==> config.mk <==
export PLATFORM = sky130hd
export DESIGN_NAME = ptq_cell
export DESIGN_NICKNAME = d
export VERILOG_FILES = /design/src/ptq_pkg.sv /design/src/ptq_cell.sv
export SDC_FILE = /design/constraint.sdc
export NUM_CORES = 1
export LEC_CHECK = 0
export CORE_ASPECT_RATIO = 0.9
export CORE_UTILIZATION = 55
export DETAILED_ROUTE_END_ITERATION = 8
export DONT_BUFFER_PORTS = 1
export PLACE_DENSITY = 0.7
export SLEW_MARGIN = 20
export SYNTH_ARGS = -nofsm -noshare
export SYNTH_HDL_FRONTEND = slang
export SYNTH_SLANG_ARGS = --single-unit
==> constraint.sdc <==
create_clock -name clk -period 8.8 [get_ports clk]
set_input_delay 0.44 -clock clk [delete_from_list [all_inputs] [get_ports clk]]
set_output_delay 0.44 -clock clk [all_outputs]
set_load 0.05 [all_outputs]
==> src/ptq_pkg.sv <==
// types, constants and codes shared by the periodic timer queue
// no dependencies
`default_nettype none
package ptq_pkg;

  localparam int NUM_TIMERS_DEF = 16;
  localparam int ID_BITS_DEF    = 8;
  localparam int MAX_FIRE       = 16;
  localparam int DIVIDEND_W     = 52;
  localparam int USEC_W         = 20;

  localparam logic [47:0] MAX_TICK     = 48'hFFFF_FFFF_FFFF;
  localparam logic [19:0] USEC_PER_SEC = 20'd1000000;
  localparam logic [19:0] DEFAULT_USEC = 20'd10000;

  typedef enum logic [1:0] {
    KIND_ATTACH_TICKS = 2'd0,
    KIND_ATTACH_SEC1  = 2'd1,
    KIND_ATTACH_SECS  = 2'd2,
    KIND_TICK         = 2'd3
  } kind_t;

  typedef enum logic [2:0] {
    ST_FIRED    = 3'd0,
    ST_ATTACHED = 3'd1,
    ST_FULL     = 3'd2,
    ST_STOPPED  = 3'd3,
    ST_NONE_DUE = 3'd4
  } status_t;

  typedef enum logic {
    REG_RUNNING = 1'b0,
    REG_USEC    = 1'b1
  } reg_index_t;

  typedef enum logic [1:0] {
    OP_NONE = 2'd0,
    OP_LOAD = 2'd1,
    OP_FIRE = 2'd2
  } cell_op_t;

  typedef enum logic [2:0] {
    S_IDLE,
    S_DIVGO,
    S_DIV,
    S_SCAN,
    S_DECIDE,
    S_EMIT
  } state_t;

  typedef struct packed {
    kind_t       kind;
    logic [7:0]  timer_id;
    logic [31:0] delay;
    logic        periodic;
  } item_t;

  typedef struct packed {
    status_t     status;
    logic [7:0]  fired_id;
    logic [47:0] tick_count;
    logic        last;
  } result_t;

  // write command broadcast to the cells
  typedef struct packed {
    cell_op_t    op;
    logic [47:0] due;
    logic [47:0] period;
    logic        rpt;
    logic [15:0] order;
  } cell_wr_t;

  // best candidate and first free entry, handed from cell to cell
  typedef struct packed {
    logic        found;
    logic [47:0] due;
    logic [15:0] age;
    logic        rpt;
    logic        free_found;
  } cand_t;

endpackage
`default_nettype wire

==> src/ptq_cell.sv <==
// one timer entry; merges its entry into the candidate passed along the row
// depends on ptq_pkg
`default_nettype none
module ptq_cell #(
  parameter int ID_BITS  = ptq_pkg::ID_BITS_DEF,
  parameter int IDX_W    = 4,
  parameter int CELL_IDX = 0
) (
  input  logic                 clk,
  input  logic                 rst,
  input  logic [15:0]          order_count,
  input  logic [47:0]          tick,
  input  ptq_pkg::cell_wr_t    wr,
  input  logic [IDX_W-1:0]     wr_idx,
  input  logic [ID_BITS-1:0]   wr_ident,
  input  ptq_pkg::cand_t       cand_in,
  input  logic [IDX_W-1:0]     cand_in_idx,
  input  logic [ID_BITS-1:0]   cand_in_ident,
  input  logic [IDX_W-1:0]     cand_in_free,
  output ptq_pkg::cand_t       cand_out,
  output logic [IDX_W-1:0]     cand_out_idx,
  output logic [ID_BITS-1:0]   cand_out_ident,
  output logic [IDX_W-1:0]     cand_out_free
);
  import ptq_pkg::*;

  localparam logic [IDX_W-1:0] MY_IDX = IDX_W'(CELL_IDX);

  logic               valid;
  logic [47:0]        due;
  logic [47:0]        period;
  logic [ID_BITS-1:0] ident;
  logic               rpt;
  logic [15:0]        order;

  logic        hit;
  logic        eligible;
  logic        better;
  logic        take_free;
  logic [15:0] age;
  logic [48:0] next_due;

  assign hit       = wr_idx == MY_IDX;
  assign age       = order_count - order;
  assign eligible  = valid && (due <= tick);
  assign better    = eligible && (!cand_in.found || due < cand_in.due ||
                     (due == cand_in.due && age > cand_in.age));
  assign take_free = !valid && !cand_in.free_found;
  assign next_due  = {1'b0, due} + {1'b0, period};

  always_ff @(posedge clk) begin
    if (rst) begin
      valid <= 1'b0;
    end else if (hit && wr.op == OP_LOAD) begin
      valid  <= 1'b1;
      due    <= wr.due;
      period <= wr.period;
      ident  <= wr_ident;
      rpt    <= wr.rpt;
      order  <= wr.order;
    end else if (hit && wr.op == OP_FIRE) begin
      if (rpt) begin
        due   <= next_due[48] ? MAX_TICK : next_due[47:0];
        order <= wr.order;
      end else begin
        valid <= 1'b0;
      end
    end
  end

  always_ff @(posedge clk) begin
    if (rst) begin
      cand_out.found      <= 1'b0;
      cand_out.free_found <= 1'b0;
    end else begin
      if (better) begin
        cand_out.found <= 1'b1;
        cand_out.due   <= due;
        cand_out.age   <= age;
        cand_out.rpt   <= rpt;
        cand_out_idx   <= MY_IDX;
        cand_out_ident <= ident;
      end else begin
        cand_out.found <= cand_in.found;
        cand_out.due   <= cand_in.due;
        cand_out.age   <= cand_in.age;
        cand_out.rpt   <= cand_in.rpt;
        cand_out_idx   <= cand_in_idx;
        cand_out_ident <= cand_in_ident;
      end
      cand_out.free_found <= cand_in.free_found || take_free;
      cand_out_free       <= take_free ? MY_IDX : cand_in_free;
    end
  end

endmodule
`default_nettype wire

==> impl_results.md, run 1 <==
* Final min period at 5.729 ns
* Share of cells above drive strength 1 at 9.531%
* Min Hold Slack at 0.04525 ns
* Met2 wire length at 18.26 mm
* Clk pin slew, worst setup/hold paths at 0.06 ns
* Critical path type: reg2reg
* H-Tree Depth at 1
* PwrDens at 153.3 mW/mm^2
* WHS Path Cells at 2
* Hold path endpoint: cand_out[0]$_SDFF_PP0_
* Num rows at 54
* Post-synthesis async set-or-reset flop share at 0%
* Synth Net Count at 1,706
* Number of setup buffers added after CTS at 0
* Post_cts resized at 0
* Mapped Cells at 1,253
* Leak at 6.398 nW
* Fin crit share at 65.10%
* Slowest cell on crit path: buf_4
* CTS tree: built
* Clk root buf: clkbuf_16
* Wirelength per Cell at 22.55 um
* Required @ worst endpoint at 9.08 ns
* Outcome: finished, final reports clean
* Area leader, netlist: edfxtp_1
* DR iter-0 viols at 738
* Vias in the first global route at 10,200
* Total CTS buffers at 24
* Setup crit start kind: flop
* Post-place setup slack at 3.115 ns
* Routed met3 length at 3.242 mm
* Maximum VDD drop at 0.0001544 V
* Core Region at 0.02439 sq mm
* DR DRC count at 0
* Worst R2R Start: order[1]$_DFFE_PP_
* Total Power at 2.394 mW
* # IOs at 359
* Largest net degree at the start of global routing at 65
* Hold Crit Class: in2reg
* CTS Hold Bufs at 75
* Reg power frac at 49.7%
* Synth Area per Inst at 10.98 sq um
* Final Slew Violations at 0
* Final hold violations at 0
* Worst Clk Skew at 0.02466 ns
* I/O Buffers at 0
* Buf/Inv on CP at 2
* Clock Latency Late Sink at 0.54 ns
* Initial Utilization at 56.38%
* Dpl cell area at 0.01408 sq mm
* Aggregate global-route resource usage at 28.90%
* Reg-to-reg endpoint: cand_out[57]$_DFFE_PN_
* Mapped Area at 0.01375 sq mm
* Final core occ at 64.04%
* Synth unique cells at 58
* Die Y at 152.0 um
* M1 WL at 15.11 mm
* Worst Path Max Fanout at 53
* Cell internal pwr at 1.791 mW
* Via count at 10,280
* Final setup fails at 0
* First-pass iteration count of the detailed router at 5
* Area grow syn2layout at 13.58%
* First-pass GRT wire length at 56.78 mm
* Final Non-Filler Cells at 1,680
* Design Area, Final at 0.01562 sq mm
* CTS Sinks at 205
* Dpl cells at 1,561
* CP cell instances: inv_1, ha_1, nor2b_1, o31a_1, o211ai_1, a21oi_1, o31ai_1, o21ai_0, a21oi_1, xnor2_1, ha_1, nand4_1, a2111oi_0, a211oi_1, o21ai_0, nand4_1, o21ai_0, o31a_2, buf_4, mux2_2
* Dominant register cell in the synthesized netlist: edfxtp_1
* CTS max path bufs at 3
* GR Overflow Total at 0
* Critical path's top delay family: compound AO/OA/AOI/OAI gates
* Area share of the largest cell type after synthesis at 44.11%
* FF+latch count, synth at 205
* Die area at 0.02564 sq mm
* RSZ-0062 raised after global routing: no
* Gp weighted congestion at 0.8894
* Synth top area cells: edfxtp_1, ha_1, mux2_2
* Count leader, synth: edfxtp_1
* Clock share of power at 41.9%
* Highest Signal Layer: met4
* Fmax at 174.5 MHz
* Sw Share at 25.22%
* Post-synth EDFFs at 202
* DR vias/cell at 6.116
* P_sw at 603.8 uW
* Nets at 1,779
* Worst-Margin Slew at 0.9570 ns
* Routed WL at 37.89 mm
* CP peak stage delay at 0.70 ns
* Hpwl dp at 28.94 mm
* Seq/Total Area, Yosys at 44.55%
* Crit path capture type: flop
* Critical hold path startpoint: cand_in[0]
* Synth top cells by count: edfxtp_1, ha_1, inv_1
* Die W at 168.7 um
* Initial antenna violation count at 1
* Final worst setup slack at 3.071 ns
* Logic pwr share at 8.5%
* R2R Setup Slk at 3.07 ns
* Ys Warns at 0
* Max-Cap Viols at 0
* Setup TNS at 0 ns
* Antenna-violating nets left at 0
* Slew headroom at 36.20%
* Worst Reg-to-Reg Cells at 20
* CP dominant cell by count: o21ai_0
* Worst EP arrival at 6.01 ns
## worst max-delay path by stage
stage / from / end / slack (ns) / depth (start not counted)
after floorplan: wr_idx[1] / due[0]$_DFFE_PP_ / 2.48 / 2
after global placement: order_count[1] / cand_out[60]$_DFFE_PN_ / 3.22 / 19
after detailed placement: order_count[1] / cand_out[1]$_DFFE_PN_ / 3.11 / 19
after CTS: order[1]$_DFFE_PP_ / cand_out[57]$_DFFE_PN_ / 3.09 / 20
after global routing: order[1]$_DFFE_PP_ / cand_out[57]$_DFFE_PN_ / 2.52 / 20
final: order[1]$_DFFE_PP_ / cand_out[57]$_DFFE_PN_ / 3.07 / 20
## area by class of cell
class,instances,area (sq um)
clock buffer,26,608.1
antenna,1,2.502
clock inverter,17,178.9
multi-input combinational,870,6947
tap,336,420.4
timing repair buffer,81,795.8
inverter,144,541.8
sequential,205,6126
fill,1932,8771
## registers in the layout (all words and copies together), names as in the netlist, 4 cells and up
register and flops:
ident 8, cand_out_idx 4, cand_out_free 4, cand_out_ident 8
due 48, period 48, order 16, cand_out 67
## power by group through the flow
stage | clock [mW] | sequential (mW) | combinational (mW)
final | 1.00 | 1.19 | 0.203
after global routing | 1.05 | 1.19 | 0.226
after CTS | 1.01 | 1.19 | 0.201
after detailed placement | 0 | 1.21 | 0.173
after global placement | 0 | 1.21 | 0.167
after floorplan | 0 | 1.20 | 0.134
## logic make-up (layout without fill, tap and decap cells)
group | Yosys count | after routing | share of synthesized area [%]
DFF | 205 | 205 | 44.55
buffers and inverters | 178 | 268 | 5.095
xor gates and xnor gates | 58 | 58 | 3.694
muxes | 73 | 73 | 5.959
and+or+nand+nor | 239 | 239 | 8.716
other | 0 | 1 | 0
adders and majority gates | 177 | 177 | 16.21
AOI/OAI and AO/OA | 323 | 323 | 15.78
## placed cells by master, fill, tap and decap left out, types with 4 or more instances in the layout
master | Yosys | routed
nand2b_1 | 5 | 5
o211ai_1 | 6 | 6
mux2_2 | 71 | 71
o22a_1 | 47 | 47
nor2_1 | 47 | 46
a21o_1 | 48 | 48
nand2_1 | 58 | 58
a211oi_1 | 15 | 14
o21ai_0 | 47 | 47
xnor2_1 | 36 | 36
inv_1 | 144 | 143
a2111oi_0 | 6 | 6
a31oi_1 | 7 | 7
edfxtp_1 | 202 | 202
a21oi_1 | 101 | 101
o21bai_1 | 9 | 9
o31ai_1 | 4 | 4
clkbuf_16 | 0 | 24
nor3_1 | 17 | 17
o21a_1 | 4 | 4
and3_1 | 4 | 4
nor4_1 | 5 | 5
nor2b_1 | 21 | 21
buf_4 | 0 | 6
clkinv_2 | 0 | 9
a21boi_0 | 5 | 5
nand3_1 | 25 | 25
xor2_1 | 22 | 22
dlygate4sd3_1 | 0 | 75
or3_1 | 5 | 5
ha_1 | 175 | 175
nand4_1 | 36 | 36
## metal layers
metal / GRT usage [%] / up-vias
met3: 7.085 / 67
met4: 9.827 / 0
li1: - / 4856
met1: 36.10 / 4953
met2: 48.76 / 399
met5: 0 / -
(Power assumes the default switching activity.)
==> run 2: changes to the inputs <==
==> constraint.sdc (replaced) <==
create_clock -name clk -period 5.8 [get_ports clk]
set_input_delay 0.29 -clock clk [delete_from_list [all_inputs] [get_ports clk]]
set_output_delay 0.29 -clock clk [all_outputs]
set_load 0.05 [all_outputs]
==> run 2 against run 1 <==
  * Sequential share of layout area decreased by 3.1 points
  * Final area increased by 8.7%
  * Via count increased by 6.5%
  * Flip-flop and latch count unchanged
  * Hold slack got worse by 0.014 ns
  * Sequential power increased by 52%
  * Critical path depth unchanged
  * Global-route usage increased by 2.2 points
  * Die area unchanged
  * Core utilization increased by 5.5 points
  * Critical endpoint is now cand_out[58]$_DFFE_PN_
  * Largest power group unchanged
==> impl_results.md, run 2 (synthesis results as in run 1) <==
* Outcome: finished, final reports clean
* Fmax at 189.6 MHz
* Required @ worst endpoint at 6.07 ns
* Core Region at 0.02439 sq mm
* Wirelength per Cell at 22.29 um
* Register area at 0.006126 sq mm
* Initial Utilization at 56.38%
* Critical path type: reg2reg
* Routed WL at 40.42 mm
* Fin crit share at 90.92%
* Post-place setup slack at 0.3743 ns
* Die W at 168.7 um
* Worst R2R Start: order[1]$_DFFE_PP_
* Hpwl dp at 28.62 mm
* Num rows at 54
* First-pass iteration count of the detailed router at 5
* Gp weighted congestion at 0.9182
* Worst-Margin Slew at 0.9772 ns
* Worst Reg-to-Reg Cells at 20
* Final hold violations at 0
* CP dominant cell by count: o21ai_0
* Max reg flops at 67
* DR vias/cell at 6.034
* RSZ-0062 raised after global routing: no
* Leak at 6.952 nW
* # IOs at 359
* Maximum VDD drop at 0.0001958 V
* Critical path's top delay family: compound AO/OA/AOI/OAI gates
* Final Slew Violations at 0
* Nets at 1,910
* Die Y at 152.0 um
* Most frequent cells in the layout: dlygate4sd3_1, edfxtp_1, ha_1
* Hold path endpoint: ident[0]$_DFFE_PP_
* Setup crit start kind: flop
* Slew headroom at 34.86%
* CTS tree: built
* R2R Setup Slk at 0.53 ns
* CTS Sinks at 205
* Dpl cells at 1,561
* GR Overflow Total at 0
* Clock Latency Late Sink at 0.53 ns
* Commonest non-fill, non-tap cell in the layout: dlygate4sd3_1
* Critical hold path startpoint: rst
* Final Non-Filler Cells at 1,813
* DR DRC count at 0
* First-pass GRT wire length at 61.53 mm
* Aggregate global-route resource usage at 31.10%
* Total CTS buffers at 24
* Largest net degree at the start of global routing at 82
* PwrDens at 218.6 mW/mm^2
* Clk root buf: clkbuf_16
* Max-Cap Viols at 0
* Start point of the critical path: order[1]$_DFFE_PP_
* CP cell instances: inv_1, ha_1, nor2b_1, o31a_1, o211ai_1, a21oi_1, o31ai_1, o21ai_0, a21oi_1, xnor2_1, ha_1, nand4_1, a2111oi_0, a211oi_1, o21ai_0, nand4_1, o21ai_0, o31a_4, buf_12, mux2_2
* Clk pin slew, worst setup/hold paths at 0.06 ns
* WHS Path Cells at 1
* Final min period at 5.273 ns
* Biggest registers after layout: cand_out x67, due x48, period x48
* Worst EP arrival at 5.54 ns
* Reg with most FFs: cand_out
* Buf/Inv on CP at 2
* Die area at 0.02564 sq mm
* Area occupied by multi-input gates at 0.006954 sq mm
* I/O Buffers at 0
* Initial antenna violation count at 2
* Setup TNS at 0 ns
* Min Hold Slack at 0.03128 ns
* CP peak stage delay at 0.59 ns
* CTS max path bufs at 3
* Vias in the first global route at 11,250
* Worst Clk Skew at 0.01349 ns
* Slowest cell on crit path: o31ai_1
* Hold Crit Class: in2reg
* Final worst setup slack at 0.5267 ns
* Area grow syn2layout at 23.42%
* Via count at 10,940
* Filler instances at 1,761
* Worst Path Max Fanout at 48
* H-Tree Depth at 1
* Antenna-violating nets left at 0
* Crit path capture type: flop
* DR iter-0 viols at 771
* Reg-to-reg endpoint: cand_out[58]$_DFFE_PN_
* Total Power at 3.711 mW
* Share of cells above drive strength 1 at 8.542%
* Final setup fails at 0
## run 2: changes by cell type in the layout (fill, tap and decap cells not counted), sizes merged
cell	change
clkbuf	+6
buf	+1
diode	+1
bufinv	-1
dlygate4sd3	+130
clkinvlp	+1
clkinv	-5
## run 2: where the power goes
part | switching [mW] | total (mW) | internal [mW]
logic | 0.178 | 0.388 | 0.210
clock network | 0.617 | 1.52 | 0.900
registers | 0.134 | 1.81 | 1.67
total | 0.929 | 3.71 | 2.78
## run 2: final cells by class
type / instances / area share, %
Clock inverter: 12 / 0.7151
Multi-Input combinational cell: 870 / 40.97
Tap cell: 336 / 2.477
Clock buffer: 32 / 3.951
Sequential cell: 205 / 36.09
Timing Repair Buffer: 212 / 12.57
Inverter: 144 / 3.192
Antenna cell: 2 / 0.02949
## run 2: worst max path at each step
stage	cells after the start	end	slack [ns]
global route	20	cand_out[58]$_DFFE_PN_	0.18
detailed placement	20	cand_out[18]$_DFFE_PN_	0.37
finish	20	cand_out[58]$_DFFE_PN_	0.53
CTS	20	cand_out[58]$_DFFE_PN_	0.34
floorplan	6	ident[0]$_DFFE_PP_	1.22
global placement	20	cand_out[63]$_DFFE_PN_	0.56
## run 2: through the flow
stage / utilization, % / instance area (sq um)
floorplan: - / 13760
global placement: 57.78 / 14090
detailed placement: 57.78 / 14090
CTS: 69.44 / 16940
global route: 69.59 / 16970
finish: 69.59 / 16970
## run 2: what timing repair did
item | in CTS | in global routing
hold buffers | 205 | 0
setup buffers | 0 | 0
endpoints found under the hold margin | 203 | 0
setup endpoints to repair | 0 | 42
gates resized for setup | 0 | 1
## run 2: layer usage
metal | share of wire [%] | global-route usage (%) | vias up
met5 | 0 | 0 | -
met4 | 4.1 | 12.60 | 0
met3 | 7.9 | 6.981 | 116
met2 | 48 | 53.05 | 501
met1 | 40 | 37.97 | 5203
li1 | - | - | 5120
