## config.mk

```make
export PLATFORM = sky130hd
export DESIGN_NAME = ptq_div
export DESIGN_NICKNAME = d
export VERILOG_FILES = /design/src/ptq_pkg.sv /design/src/ptq_div.sv
export SDC_FILE = /design/constraint.sdc
export NUM_CORES = 1
export LEC_CHECK = 0
export BUFFER_PORTS_ARGS = -buffer_cell sky130_fd_sc_hd__buf_2
export CORE_ASPECT_RATIO = 1.2
export CORE_MARGIN = 1.5
export CORE_UTILIZATION = 48
export DETAILED_ROUTE_END_ITERATION = 6
export HOLD_SLACK_MARGIN = 0.03
export PLACE_DENSITY = 0.8
export SLEW_MARGIN = 20
export SYNTH_ARGS = -nofsm -noshare
export SYNTH_HDL_FRONTEND = slang
export SYNTH_SLANG_ARGS = --single-unit
```

## constraint.sdc

```tcl
create_clock -name clk -period 4.6 [get_ports clk]
set_input_delay 0.46 -clock clk [delete_from_list [all_inputs] [get_ports clk]]
set_output_delay 0.46 -clock clk [all_outputs]
set_load 0.01 [all_outputs]
```

## src/ptq_pkg.sv

```systemverilog
// types, constants and codes shared by the periodic timer queue
// no dependencies
`default_nettype none
package ptq_pkg;

  localparam int NUM_TIMERS_DEF = 16;
  localparam int ID_BITS_DEF    = 8;
  localparam int MAX_FIRE       = 16;
  localparam int DIVIDEND_W     = 52;
  localparam int USEC_W         = 20;

  localparam logic [47:0] MAX_TICK     = 48'hFFFF_FFFF_FFFF;
  localparam logic [19:0] USEC_PER_SEC = 20'd1000000;
  localparam logic [19:0] DEFAULT_USEC = 20'd10000;

  typedef enum logic [1:0] {
    KIND_ATTACH_TICKS = 2'd0,
    KIND_ATTACH_SEC1  = 2'd1,
    KIND_ATTACH_SECS  = 2'd2,
    KIND_TICK         = 2'd3
  } kind_t;

  typedef enum logic [2:0] {
    ST_FIRED    = 3'd0,
    ST_ATTACHED = 3'd1,
    ST_FULL     = 3'd2,
    ST_STOPPED  = 3'd3,
    ST_NONE_DUE = 3'd4
  } status_t;

  typedef enum logic {
    REG_RUNNING = 1'b0,
    REG_USEC    = 1'b1
  } reg_index_t;

  typedef enum logic [1:0] {
    OP_NONE = 2'd0,
    OP_LOAD = 2'd1,
    OP_FIRE = 2'd2
  } cell_op_t;

  typedef enum logic [2:0] {
    S_IDLE,
    S_DIVGO,
    S_DIV,
    S_SCAN,
    S_DECIDE,
    S_EMIT
  } state_t;

  typedef struct packed {
    kind_t       kind;
    logic [7:0]  timer_id;
    logic [31:0] delay;
    logic        periodic;
  } item_t;

  typedef struct packed {
    status_t     status;
    logic [7:0]  fired_id;
    logic [47:0] tick_count;
    logic        last;
  } result_t;

  // write command broadcast to the cells
  typedef struct packed {
    cell_op_t    op;
    logic [47:0] due;
    logic [47:0] period;
    logic        rpt;
    logic [15:0] order;
  } cell_wr_t;

  // best candidate and first free entry, handed from cell to cell
  typedef struct packed {
    logic        found;
    logic [47:0] due;
    logic [15:0] age;
    logic        rpt;
    logic        free_found;
  } cand_t;

endpackage
`default_nettype wire

```

## src/ptq_div.sv

```systemverilog
// restoring divider, one quotient bit per cycle
// depends on ptq_pkg
`default_nettype none
module ptq_div (
  input  logic                          clk,
  input  logic                          rst,
  input  logic                          start,
  input  logic [ptq_pkg::DIVIDEND_W-1:0] dividend,
  input  logic [ptq_pkg::USEC_W-1:0]     divisor,
  output logic                          done,
  output logic [ptq_pkg::DIVIDEND_W-1:0] quotient
);
  import ptq_pkg::*;

  localparam int CNT_W = $clog2(DIVIDEND_W);

  logic [DIVIDEND_W-1:0] q;
  logic [USEC_W-1:0]     rem;
  logic [USEC_W-1:0]     dvs;
  logic [CNT_W-1:0]      cnt;
  logic                  busy;
  logic [USEC_W:0]       sh;
  logic                  ge;

  assign sh       = {rem, q[DIVIDEND_W-1]};
  assign ge       = sh >= {1'b0, dvs};
  assign quotient = q;

  always_ff @(posedge clk) begin
    if (rst) begin
      busy <= 1'b0;
      done <= 1'b0;
      cnt  <= '0;
    end else begin
      done <= 1'b0;
      if (start) begin
        busy <= 1'b1;
        cnt  <= '0;
        q    <= dividend;
        rem  <= '0;
        dvs  <= divisor;
      end else if (busy) begin
        if (ge) begin
          rem <= USEC_W'(sh - {1'b0, dvs});
        end else begin
          rem <= sh[USEC_W-1:0];
        end
        q <= {q[DIVIDEND_W-2:0], ge};
        if (cnt == CNT_W'(DIVIDEND_W - 1)) begin
          busy <= 1'b0;
          done <= 1'b1;
        end
        cnt <= cnt + 1'b1;
      end
    end
  end

endmodule
`default_nettype wire

```

==> metrics.txt, run 1 <==
# TYPE chip_impl_metric gauge
chip_impl_metric{name="synth_fa_ha_area_share",unit="%"} 5.47
chip_impl_metric{name="clk_transition_reported_paths",unit="ns"} 0.07
chip_impl_metric{name="via_count",unit=""} 3720
chip_impl_metric{name="fin_crit_sh",unit="%"} 59.6
chip_impl_metric{name="drc_errors",unit=""} 0
chip_impl_metric{name="dp_hpwl",unit="um"} 8150
chip_impl_metric{name="floorplan.die.height",unit="um"} 117
chip_impl_metric{name="finalMaxSlewViolations",unit=""} 0
chip_impl_metric{name="globalRoute.totalOverflow",unit=""} 0
chip_impl_metric{name="synth_cells",unit=""} 410
chip_impl_metric{name="final_layout_size_suffix_gt1_share",unit="%"} 39.9
chip_impl_metric{name="cts_setup_buffers",unit=""} 0
chip_impl_metric{name="yosys.area_share.simple",unit="%"} 8.26
chip_impl_metric{name="layout.cells.non_filler",unit=""} 671
chip_impl_metric{name="place_inst",unit=""} 655
chip_impl_metric{name="globalplace.congestion",unit=""} 0.854
chip_impl_metric{name="cts_made_buffers",unit=""} 9
chip_impl_metric{name="met3RoutedLength",unit="um"} 747
chip_impl_metric{name="area_growth_syn_to_layout",unit="%"} 20.3
chip_impl_metric{name="met2WireLength",unit="um"} 5660
chip_impl_metric{name="tritoncts_num_sinks",unit=""} 100
chip_impl_metric{name="syn-cell-area",unit="sq um"} 5170
chip_impl_info{name="cts_root_buffer",value="sky130_fd_sc_hd__clkbuf_16"} 1
chip_impl_metric{name="fin_nets",unit=""} 634
chip_impl_metric{name="totalWireLength",unit="um"} 11300
chip_impl_metric{name="fillerInstances",unit=""} 856
chip_impl_metric{name="critical_path_arrival",unit="ns"} 2.81
chip_impl_metric{name="effective_utilization_at_floorplan",unit="%"} 49.1
chip_impl_info{name="synth-main-ff-cell",value="sky130_fd_sc_hd__edfxtp_1"} 1
chip_impl_metric{name="grt_antenna_before_repair",unit=""} 0
chip_impl_metric{name="count_of_yosys_warnings_during_synthesis",unit=""} 0
chip_impl_metric{name="yosys.area.top_type_share",unit="%"} 53.5
chip_impl_metric{name="p_leak",unit="nW"} 2.55
chip_impl_metric{name="share_of_synthesized_area_spent_on_multiplexers",unit="%"} 11.8
chip_impl_info{name="critical_path_class",value="reg2reg"} 1
chip_impl_metric{name="postCtsHoldBufs",unit=""} 0
chip_impl_metric{name="synth-seq-area-share",unit="%"} 56.6
chip_impl_metric{name="synth.ff_latch_count",unit=""} 100
chip_impl_metric{name="final_design_area_no_fill",unit="sq um"} 6220
chip_impl_info{name="critical_path_sink_type",value="flop"} 1
chip_impl_metric{name="n_antenna_cell",unit=""} 0
chip_impl_metric{name="synth.avg_cell_area",unit="sq um"} 12.6
chip_impl_info{name="largest_family_of_logic_cells_by_synthesized_area",value="compound AO/OA/AOI/OAI gates"} 1
chip_impl_metric{name="grt_pass1_wl",unit="um"} 18100
chip_impl_metric{name="antenna_violating_nets_post_route",unit=""} 0
chip_impl_metric{name="grt_max_degree",unit=""} 70
chip_impl_metric{name="top_level_ports",unit=""} 128
chip_impl_metric{name="finalSetupViolCount",unit=""} 0
chip_impl_metric{name="max_freq",unit="MHz"} 365
chip_impl_metric{name="port_buffers",unit=""} 127
chip_impl_metric{name="die_area",unit="sq um"} 11400
chip_impl_metric{name="peakVddDrop",unit="V"} 0.000228
chip_impl_metric{name="slew_headroom",unit="%"} 41.5
chip_impl_info{name="synth_top_cells_by_count",value="sky130_fd_sc_hd__edfxtp_1, sky130_fd_sc_hd__mux2_2, sky130_fd_sc_hd__nand2_1, sky130_fd_sc_hd__a21oi_1, sky130_fd_sc_hd__inv_1"} 1
chip_impl_metric{name="fp_rows",unit=""} 41
chip_impl_info{name="worst_hold_check_path_type",value="in2reg"} 1
chip_impl_metric{name="wl_per_cell",unit="um"} 16.9
chip_impl_metric{name="core_area",unit="sq um"} 10500
chip_impl_metric{name="via_per_inst",unit=""} 5.54
chip_impl_metric{name="compound_gate_portion_of_the_synthesized_area",unit="%"} 11.9
chip_impl_metric{name="drt_iter0_markers",unit=""} 216
chip_impl_metric{name="detail_route.first_pass.iterations",unit=""} 4
chip_impl_metric{name="worst_ep_required_time",unit="ns"} 4.67
chip_impl_metric{name="placedInstanceArea",unit="sq um"} 5930
chip_impl_info{name="setup.worst_path.start_class",value="flop"} 1
chip_impl_metric{name="finalSetupTns",unit="ns"} 0
chip_impl_info{name="synth_area_leaders",value="sky130_fd_sc_hd__edfxtp_1, sky130_fd_sc_hd__mux2_2, sky130_fd_sc_hd__ha_1"} 1
chip_impl_metric{name="level_count_of_the_clock_h_tree",unit=""} 3
chip_impl_info{name="status",value="complete, no violations"} 1
chip_impl_metric{name="die_width",unit="um"} 97.7
chip_impl_metric{name="tightestPinTransition",unit="ns"} 0.869
chip_impl_metric{name="synth_edf_count",unit=""} 92
chip_impl_metric{name="cts_buffer_depth",unit=""} 2
chip_impl_info{name="netlist.top_cell.by_area",value="sky130_fd_sc_hd__edfxtp_1"} 1
chip_impl_metric{name="track_usage",unit="%"} 20.3
chip_impl_metric{name="fin_hold_ws",unit="ns"} 0.287
chip_impl_metric{name="clock_insertion_delay_at_the_later_pin_of_the_skew_report",unit="ns"} 0.35
chip_impl_metric{name="final_hold_viol_count",unit=""} 0
chip_impl_info{name="dr.max_layer_used",value="met4"} 1
chip_impl_info{name="tritoncts",value="built"} 1
chip_impl_metric{name="yosys.area_share.xor_xnor",unit="%"} 2.71
chip_impl_metric{name="post_cts.resized_instances",unit=""} 0
chip_impl_metric{name="p_total",unit="mW"} 2.33
chip_impl_metric{name="grt_pass1_vias",unit=""} 3750
chip_impl_info{name="grt_setup_unrepaired",value="false"} 1
chip_impl_metric{name="maxCapViolations",unit=""} 0
chip_impl_metric{name="synth_cell_type_count",unit=""} 55
chip_impl_metric{name="post-route-min-period",unit="ns"} 2.74
chip_impl_metric{name="power.density",unit="nW/um^2"} 375
chip_impl_metric{name="timing.clock.skew",unit="ns"} 0.00988
chip_impl_metric{name="synthesis.nets",unit=""} 507
chip_impl_metric{name="ys_async_sr_fraction",unit="%"} 0
chip_impl_info{name="synth.most_common_cell",value="sky130_fd_sc_hd__edfxtp_1"} 1
chip_impl_metric{name="critPathMaxFanout",unit=""} 15
chip_impl_metric{name="m1WireLength",unit="um"} 4730
==> report_power, final <==
group	internal [mW]	total (mW)	leakage [nW]	switching [mW]
sequential	1.08	1.11	0.943	0.0341
combinational	0.215	0.487	1.46	0.272
clock	0.379	0.731	0.141	0.351
==> worst paths after layout <==
check	cells after the start	endpoint	slack, ns	startpoint
max reg2reg	6	rem[17]$_SDFFCE_PP0P_	1.86	rem[16]$_SDFFCE_PP0P_
max	6	rem[17]$_SDFFCE_PP0P_	1.86	rem[16]$_SDFFCE_PP0P_
min	1	dvs[2]$_DFFE_PP_	0.29	divisor[2]
min reg2reg	2	cnt[5]$_SDFFE_PP0P_	0.52	cnt[5]$_SDFFE_PP0P_
==> state kept, by name, summed over array words and instances, names as in the netlist <==
| name | flops |
|---|---|
| done | 1 |
| rem | 20 |
| busy | 1 |
| quotient | 52 |
| dvs | 20 |
| cnt | 6 |
==> through the flow <==
stage               utilization (%)  worst slack (ns)
detailed placement             56.4              1.92
CTS                            59.1              1.88
finish                         59.1              1.86
floorplan                         -              1.39
global placement               56.4              1.96
global route                   59.1              1.60
==> cell families (layout without fill, tap and decap cells) <==
logic type,count (synthesis),in the layout
flip-flops,100,100
AND/OR/NAND/NOR,92,92
buffers and inverters,40,172
multiplexers,54,54
AO/OA/AOI/OAI,86,86
XOR/XNOR,16,16
adder cells (fa/ha/maj),22,22
==> metal layers <==
metal | global-route usage, % | up-vias
li1 | - | 1780
met1 | 24.2 | 1792
met2 | 35.2 | 134
met3 | 5.98 | 14
met4 | 7.62 | 0
met5 | 0 | -
==> cell usage in the layout (no fill, tap or decap), types with 5 or more instances in the layout <==
master / netlist / layout
sky130_fd_sc_hd__a21o_1: 8 / 8
sky130_fd_sc_hd__a21oi_1: 31 / 30
sky130_fd_sc_hd__buf_2: 1 / 127
sky130_fd_sc_hd__clkbuf_16: 0 / 9
sky130_fd_sc_hd__dfxtp_1: 8 / 8
sky130_fd_sc_hd__edfxtp_1: 92 / 92
sky130_fd_sc_hd__ha_1: 21 / 21
sky130_fd_sc_hd__inv_1: 24 / 24
sky130_fd_sc_hd__mux2_2: 52 / 52
sky130_fd_sc_hd__nand2_1: 35 / 35
sky130_fd_sc_hd__nand3_1: 9 / 9
sky130_fd_sc_hd__nand4_1: 5 / 5
sky130_fd_sc_hd__nor2_1: 21 / 21
sky130_fd_sc_hd__o211ai_1: 5 / 5
sky130_fd_sc_hd__o21a_1: 5 / 5
sky130_fd_sc_hd__o21ai_0: 8 / 8
sky130_fd_sc_hd__xnor2_1: 5 / 5
sky130_fd_sc_hd__xor2_1: 11 / 11
==> layout make-up <==
type | count | area [sq um] | area share (%)
flip-flops and latches | 100 | 2920 | 47.0
repair buffers | 131 | 666 | 10.7
well taps | 129 | 161 | 2.60
multi-input cells | 270 | 2090 | 33.6
clock buffers | 10 | 229 | 3.68
clock inverters | 6 | 55.1 | 0.886
inverters | 25 | 93.8 | 1.51
==> worst max-delay path, stage by stage (launching register included) <==
cell and delay (ns):
sky130_fd_sc_hd__edfxtp_1 0.40, sky130_fd_sc_hd__ha_1 0.47, sky130_fd_sc_hd__nand3_1 0.19, sky130_fd_sc_hd__nor4_1 0.75, sky130_fd_sc_hd__a21oi_4 0.29, sky130_fd_sc_hd__a32oi_1 0.29, sky130_fd_sc_hd__nor2_1 0.07
(Power assumes the default switching activity.)
==> run 2: changes to the inputs <==
--- a/config.mk
+++ b/config.mk
@@ -8,10 +8,10 @@
 export BUFFER_PORTS_ARGS = -buffer_cell sky130_fd_sc_hd__buf_2
 export CORE_ASPECT_RATIO = 1.2
 export CORE_MARGIN = 1.5
-export CORE_UTILIZATION = 48
+export CORE_UTILIZATION = 54
 export DETAILED_ROUTE_END_ITERATION = 6
 export HOLD_SLACK_MARGIN = 0.03
-export PLACE_DENSITY = 0.8
+export PLACE_DENSITY = 0.85
 export SLEW_MARGIN = 20
 export SYNTH_ARGS = -nofsm -noshare
 export SYNTH_HDL_FRONTEND = slang
==> constraint.sdc (replaced) <==
create_clock -name clk -period 2.54 [get_ports clk]
set_input_delay 0.254 -clock clk [delete_from_list [all_inputs] [get_ports clk]]
set_output_delay 0.254 -clock clk [all_outputs]
set_load 0.01 [all_outputs]
==> run 2 against run 1 <==
Clock skew grew 0.00095 ns. Utilization up 11 points. Sequential share of layout area down 1.8 points. Hold slack lost 0.24 ns. Combinational power up 110%. Non-clock buffer count grew 22. Via count up 4.0%. Maximum frequency is 9.2% higher. Clock power increased by 56%. Die area fell by 11%. Critical path depth up 3. Largest cell class unchanged. Highest routed layer unchanged.
==> metrics.txt, run 2 (synthesis results as in run 1) <==
# TYPE chip_impl_metric gauge
chip_impl_metric{name="peakVddDrop",unit="V"} 0.000411
chip_impl_metric{name="worst_slack",unit="ns"} 0.0281
chip_impl_metric{name="critPathMaxFanout",unit=""} 6
chip_impl_metric{name="p_leak",unit="nW"} 2.65
chip_impl_metric{name="level_count_of_the_clock_h_tree",unit=""} 3
chip_impl_metric{name="fin_nets",unit=""} 658
chip_impl_metric{name="die_area",unit="sq um"} 10200
chip_impl_metric{name="dp_hpwl",unit="um"} 8180
chip_impl_metric{name="grt_pass1_vias",unit=""} 3990
chip_impl_metric{name="clock_insertion_delay_at_the_later_pin_of_the_skew_report",unit="ns"} 0.38
chip_impl_metric{name="detail_route.first_pass.iterations",unit=""} 4
chip_impl_metric{name="timing.clock.skew",unit="ns"} 0.0108
chip_impl_metric{name="post-route-min-period",unit="ns"} 2.51
chip_impl_metric{name="port_buffers",unit=""} 127
chip_impl_info{name="critical_path_sink_type",value="flop"} 1
chip_impl_metric{name="number_of_flip_flops_under_the_largest_register_name",unit=""} 52
chip_impl_metric{name="totalWireLength",unit="um"} 12000
chip_impl_info{name="crit_slowest_cell",value="sky130_fd_sc_hd__edfxtp_1"} 1
chip_impl_info{name="setup.worst_path.start_class",value="flop"} 1
chip_impl_metric{name="cts_buffer_depth",unit=""} 2
chip_impl_metric{name="effective_utilization_at_floorplan",unit="%"} 56.3
chip_impl_metric{name="final_hold_viol_count",unit=""} 0
chip_impl_info{name="grt_setup_unrepaired",value="true"} 1
chip_impl_metric{name="worst_ep_required_time",unit="ns"} 2.76
chip_impl_metric{name="globalplace.congestion",unit=""} 0.855
chip_impl_metric{name="grt_max_degree",unit=""} 70
chip_impl_info{name="layout.cells.most_common",value="sky130_fd_sc_hd__buf_2"} 1
chip_impl_metric{name="die_width",unit="um"} 92.3
chip_impl_metric{name="via_per_inst",unit=""} 5.63
chip_impl_info{name="critical_path_class",value="reg2reg"} 1
chip_impl_metric{name="finalMaxSlewViolations",unit=""} 0
chip_impl_metric{name="min_delay_path_depth",unit=""} 1
chip_impl_metric{name="rr_worst_depth",unit=""} 9
chip_impl_info{name="cts_root_buffer",value="sky130_fd_sc_hd__clkbuf_8"} 1
chip_impl_metric{name="drc_errors",unit=""} 0
chip_impl_info{name="status",value="complete, no violations"} 1
chip_impl_metric{name="critical_path_arrival",unit="ns"} 2.73
chip_impl_metric{name="core_area",unit="sq um"} 9180
chip_impl_metric{name="postCtsHoldBufs",unit=""} 0
chip_impl_metric{name="critical_path_depth",unit=""} 9
chip_impl_info{name="tritoncts",value="built"} 1
chip_impl_metric{name="max_stage_delay",unit="ns"} 0.45
chip_impl_info{name="worst_path_dominant_cell_family",value="compound AO/OA/AOI/OAI gates"} 1
chip_impl_metric{name="finalSetupTns",unit="ns"} 0
chip_impl_metric{name="finalSetupViolCount",unit=""} 0
chip_impl_info{name="final_cell_mix",value="sky130_fd_sc_hd__buf_2, sky130_fd_sc_hd__edfxtp_1, sky130_fd_sc_hd__mux2_2"} 1
chip_impl_metric{name="antenna_violating_nets_post_route",unit=""} 0
chip_impl_metric{name="power.density",unit="nW/um^2"} 647
chip_impl_metric{name="fin_crit_sh",unit="%"} 98.9
chip_impl_metric{name="grt_pass1_wl",unit="um"} 18500
chip_impl_info{name="series_of_cell_instances_along_the_critical_path",value="ha_4 > buf_4 > a221oi_4 > a311oi_2 > or2_4 > a21oi_4 > buf_6 > nand2_1 > a21oi_1"} 1
chip_impl_metric{name="final_layout_size_suffix_gt1_share",unit="%"} 45.9
chip_impl_metric{name="fin_hold_ws",unit="ns"} 0.0448
chip_impl_metric{name="fp_rows",unit=""} 38
chip_impl_metric{name="clk_transition_reported_paths",unit="ns"} 0.10
chip_impl_info{name="worst_hold_check_path_type",value="in2reg"} 1
chip_impl_metric{name="max_freq",unit="MHz"} 398
chip_impl_metric{name="slew_headroom",unit="%"} 43.3
chip_impl_metric{name="crit_buf_inv",unit=""} 2
chip_impl_metric{name="grt_antenna_before_repair",unit=""} 1
chip_impl_metric{name="wl_per_cell",unit="um"} 17.5
chip_impl_metric{name="floorplan.die.height",unit="um"} 110
chip_impl_metric{name="top_level_ports",unit=""} 128
chip_impl_metric{name="cts_made_buffers",unit=""} 9
chip_impl_metric{name="pre_cts_ws",unit="ns"} -0.0429
chip_impl_metric{name="maxCapViolations",unit=""} 0
chip_impl_metric{name="globalRoute.totalOverflow",unit=""} 0
chip_impl_metric{name="drt_iter0_markers",unit=""} 211
chip_impl_metric{name="via_count",unit=""} 3869
chip_impl_metric{name="tritoncts_num_sinks",unit=""} 100
chip_impl_metric{name="tightestPinTransition",unit="ns"} 0.851
chip_impl_metric{name="area_growth_syn_to_layout",unit="%"} 25.1
chip_impl_metric{name="track_usage",unit="%"} 23.8
[run 2: path summary, 6_finish.rpt]
check,from,slack (ns),to
max,rem[3]$_SDFFCE_PP0P_,0.03,rem[3]$_SDFFCE_PP0P_
min reg2reg,cnt[5]$_SDFFE_PP0P_,0.51,done$_SDFF_PP0_
min,divisor[7],0.04,dvs[7]$_DFFE_PP_
max reg2reg,rem[3]$_SDFFCE_PP0P_,0.03,rem[3]$_SDFFCE_PP0P_
[run 2: area by class of cell]
type                       instances  area, sq um
clock inverter                     3         28.8
timing repair buffer             153          858
fill                             599         2710
tap                              120          150
inverter                          25         93.8
multi-input combinational        272         2200
clock buffer                      13          203
sequential                       100         2920
antenna                            1         2.50
[run 2: where the power goes]
| group | internal, mW | total (mW) | leakage, nW | switching (mW) |
|---|---|---|---|---|
| Combinational | 0.482 | 1.03 | 1.59 | 0.549 |
| Clock | 0.551 | 1.14 | 0.118 | 0.590 |
| Sequential | 1.95 | 2.01 | 0.943 | 0.0623 |
| Total | 2.98 | 4.18 | 2.65 | 1.20 |
[run 2: stage by stage]
step / power [mW] / cells / instance area [sq um] / utilization [%]
6_report: 4.18 / 687 / 6460 / 70.4
2_1_floorplan: 2.67 / 410 / 5180 / -
3_3_place_gp: 2.94 / 663 / 6060 / 66.0
4_1_cts: 4.11 / 680 / 6310 / 68.7
3_5_place_dp: 2.97 / 663 / 6060 / 66.0
5_1_grt: 4.36 / 687 / 6460 / 70.4
[run 2: timing repair]
| item | in CTS | in global routing |
|---|---|---|
| setup endpoints to repair | 2 | 21 |
| cloned | 1 | 1 |
| hold endpoints to repair | 0 | 0 |
| buffers inserted | 0 | 5 |
| gates resized for setup | 1 | 26 |
| pin swaps | 1 | 10 |
[run 2: routing by layer]
layer | global-route usage [%] | part of all wire [%]
met1 | 26.7 | 39
met2 | 41.7 | 51
met5 | 0 | 0
met4 | 10.7 | 2.6
met3 | 7.48 | 7.6
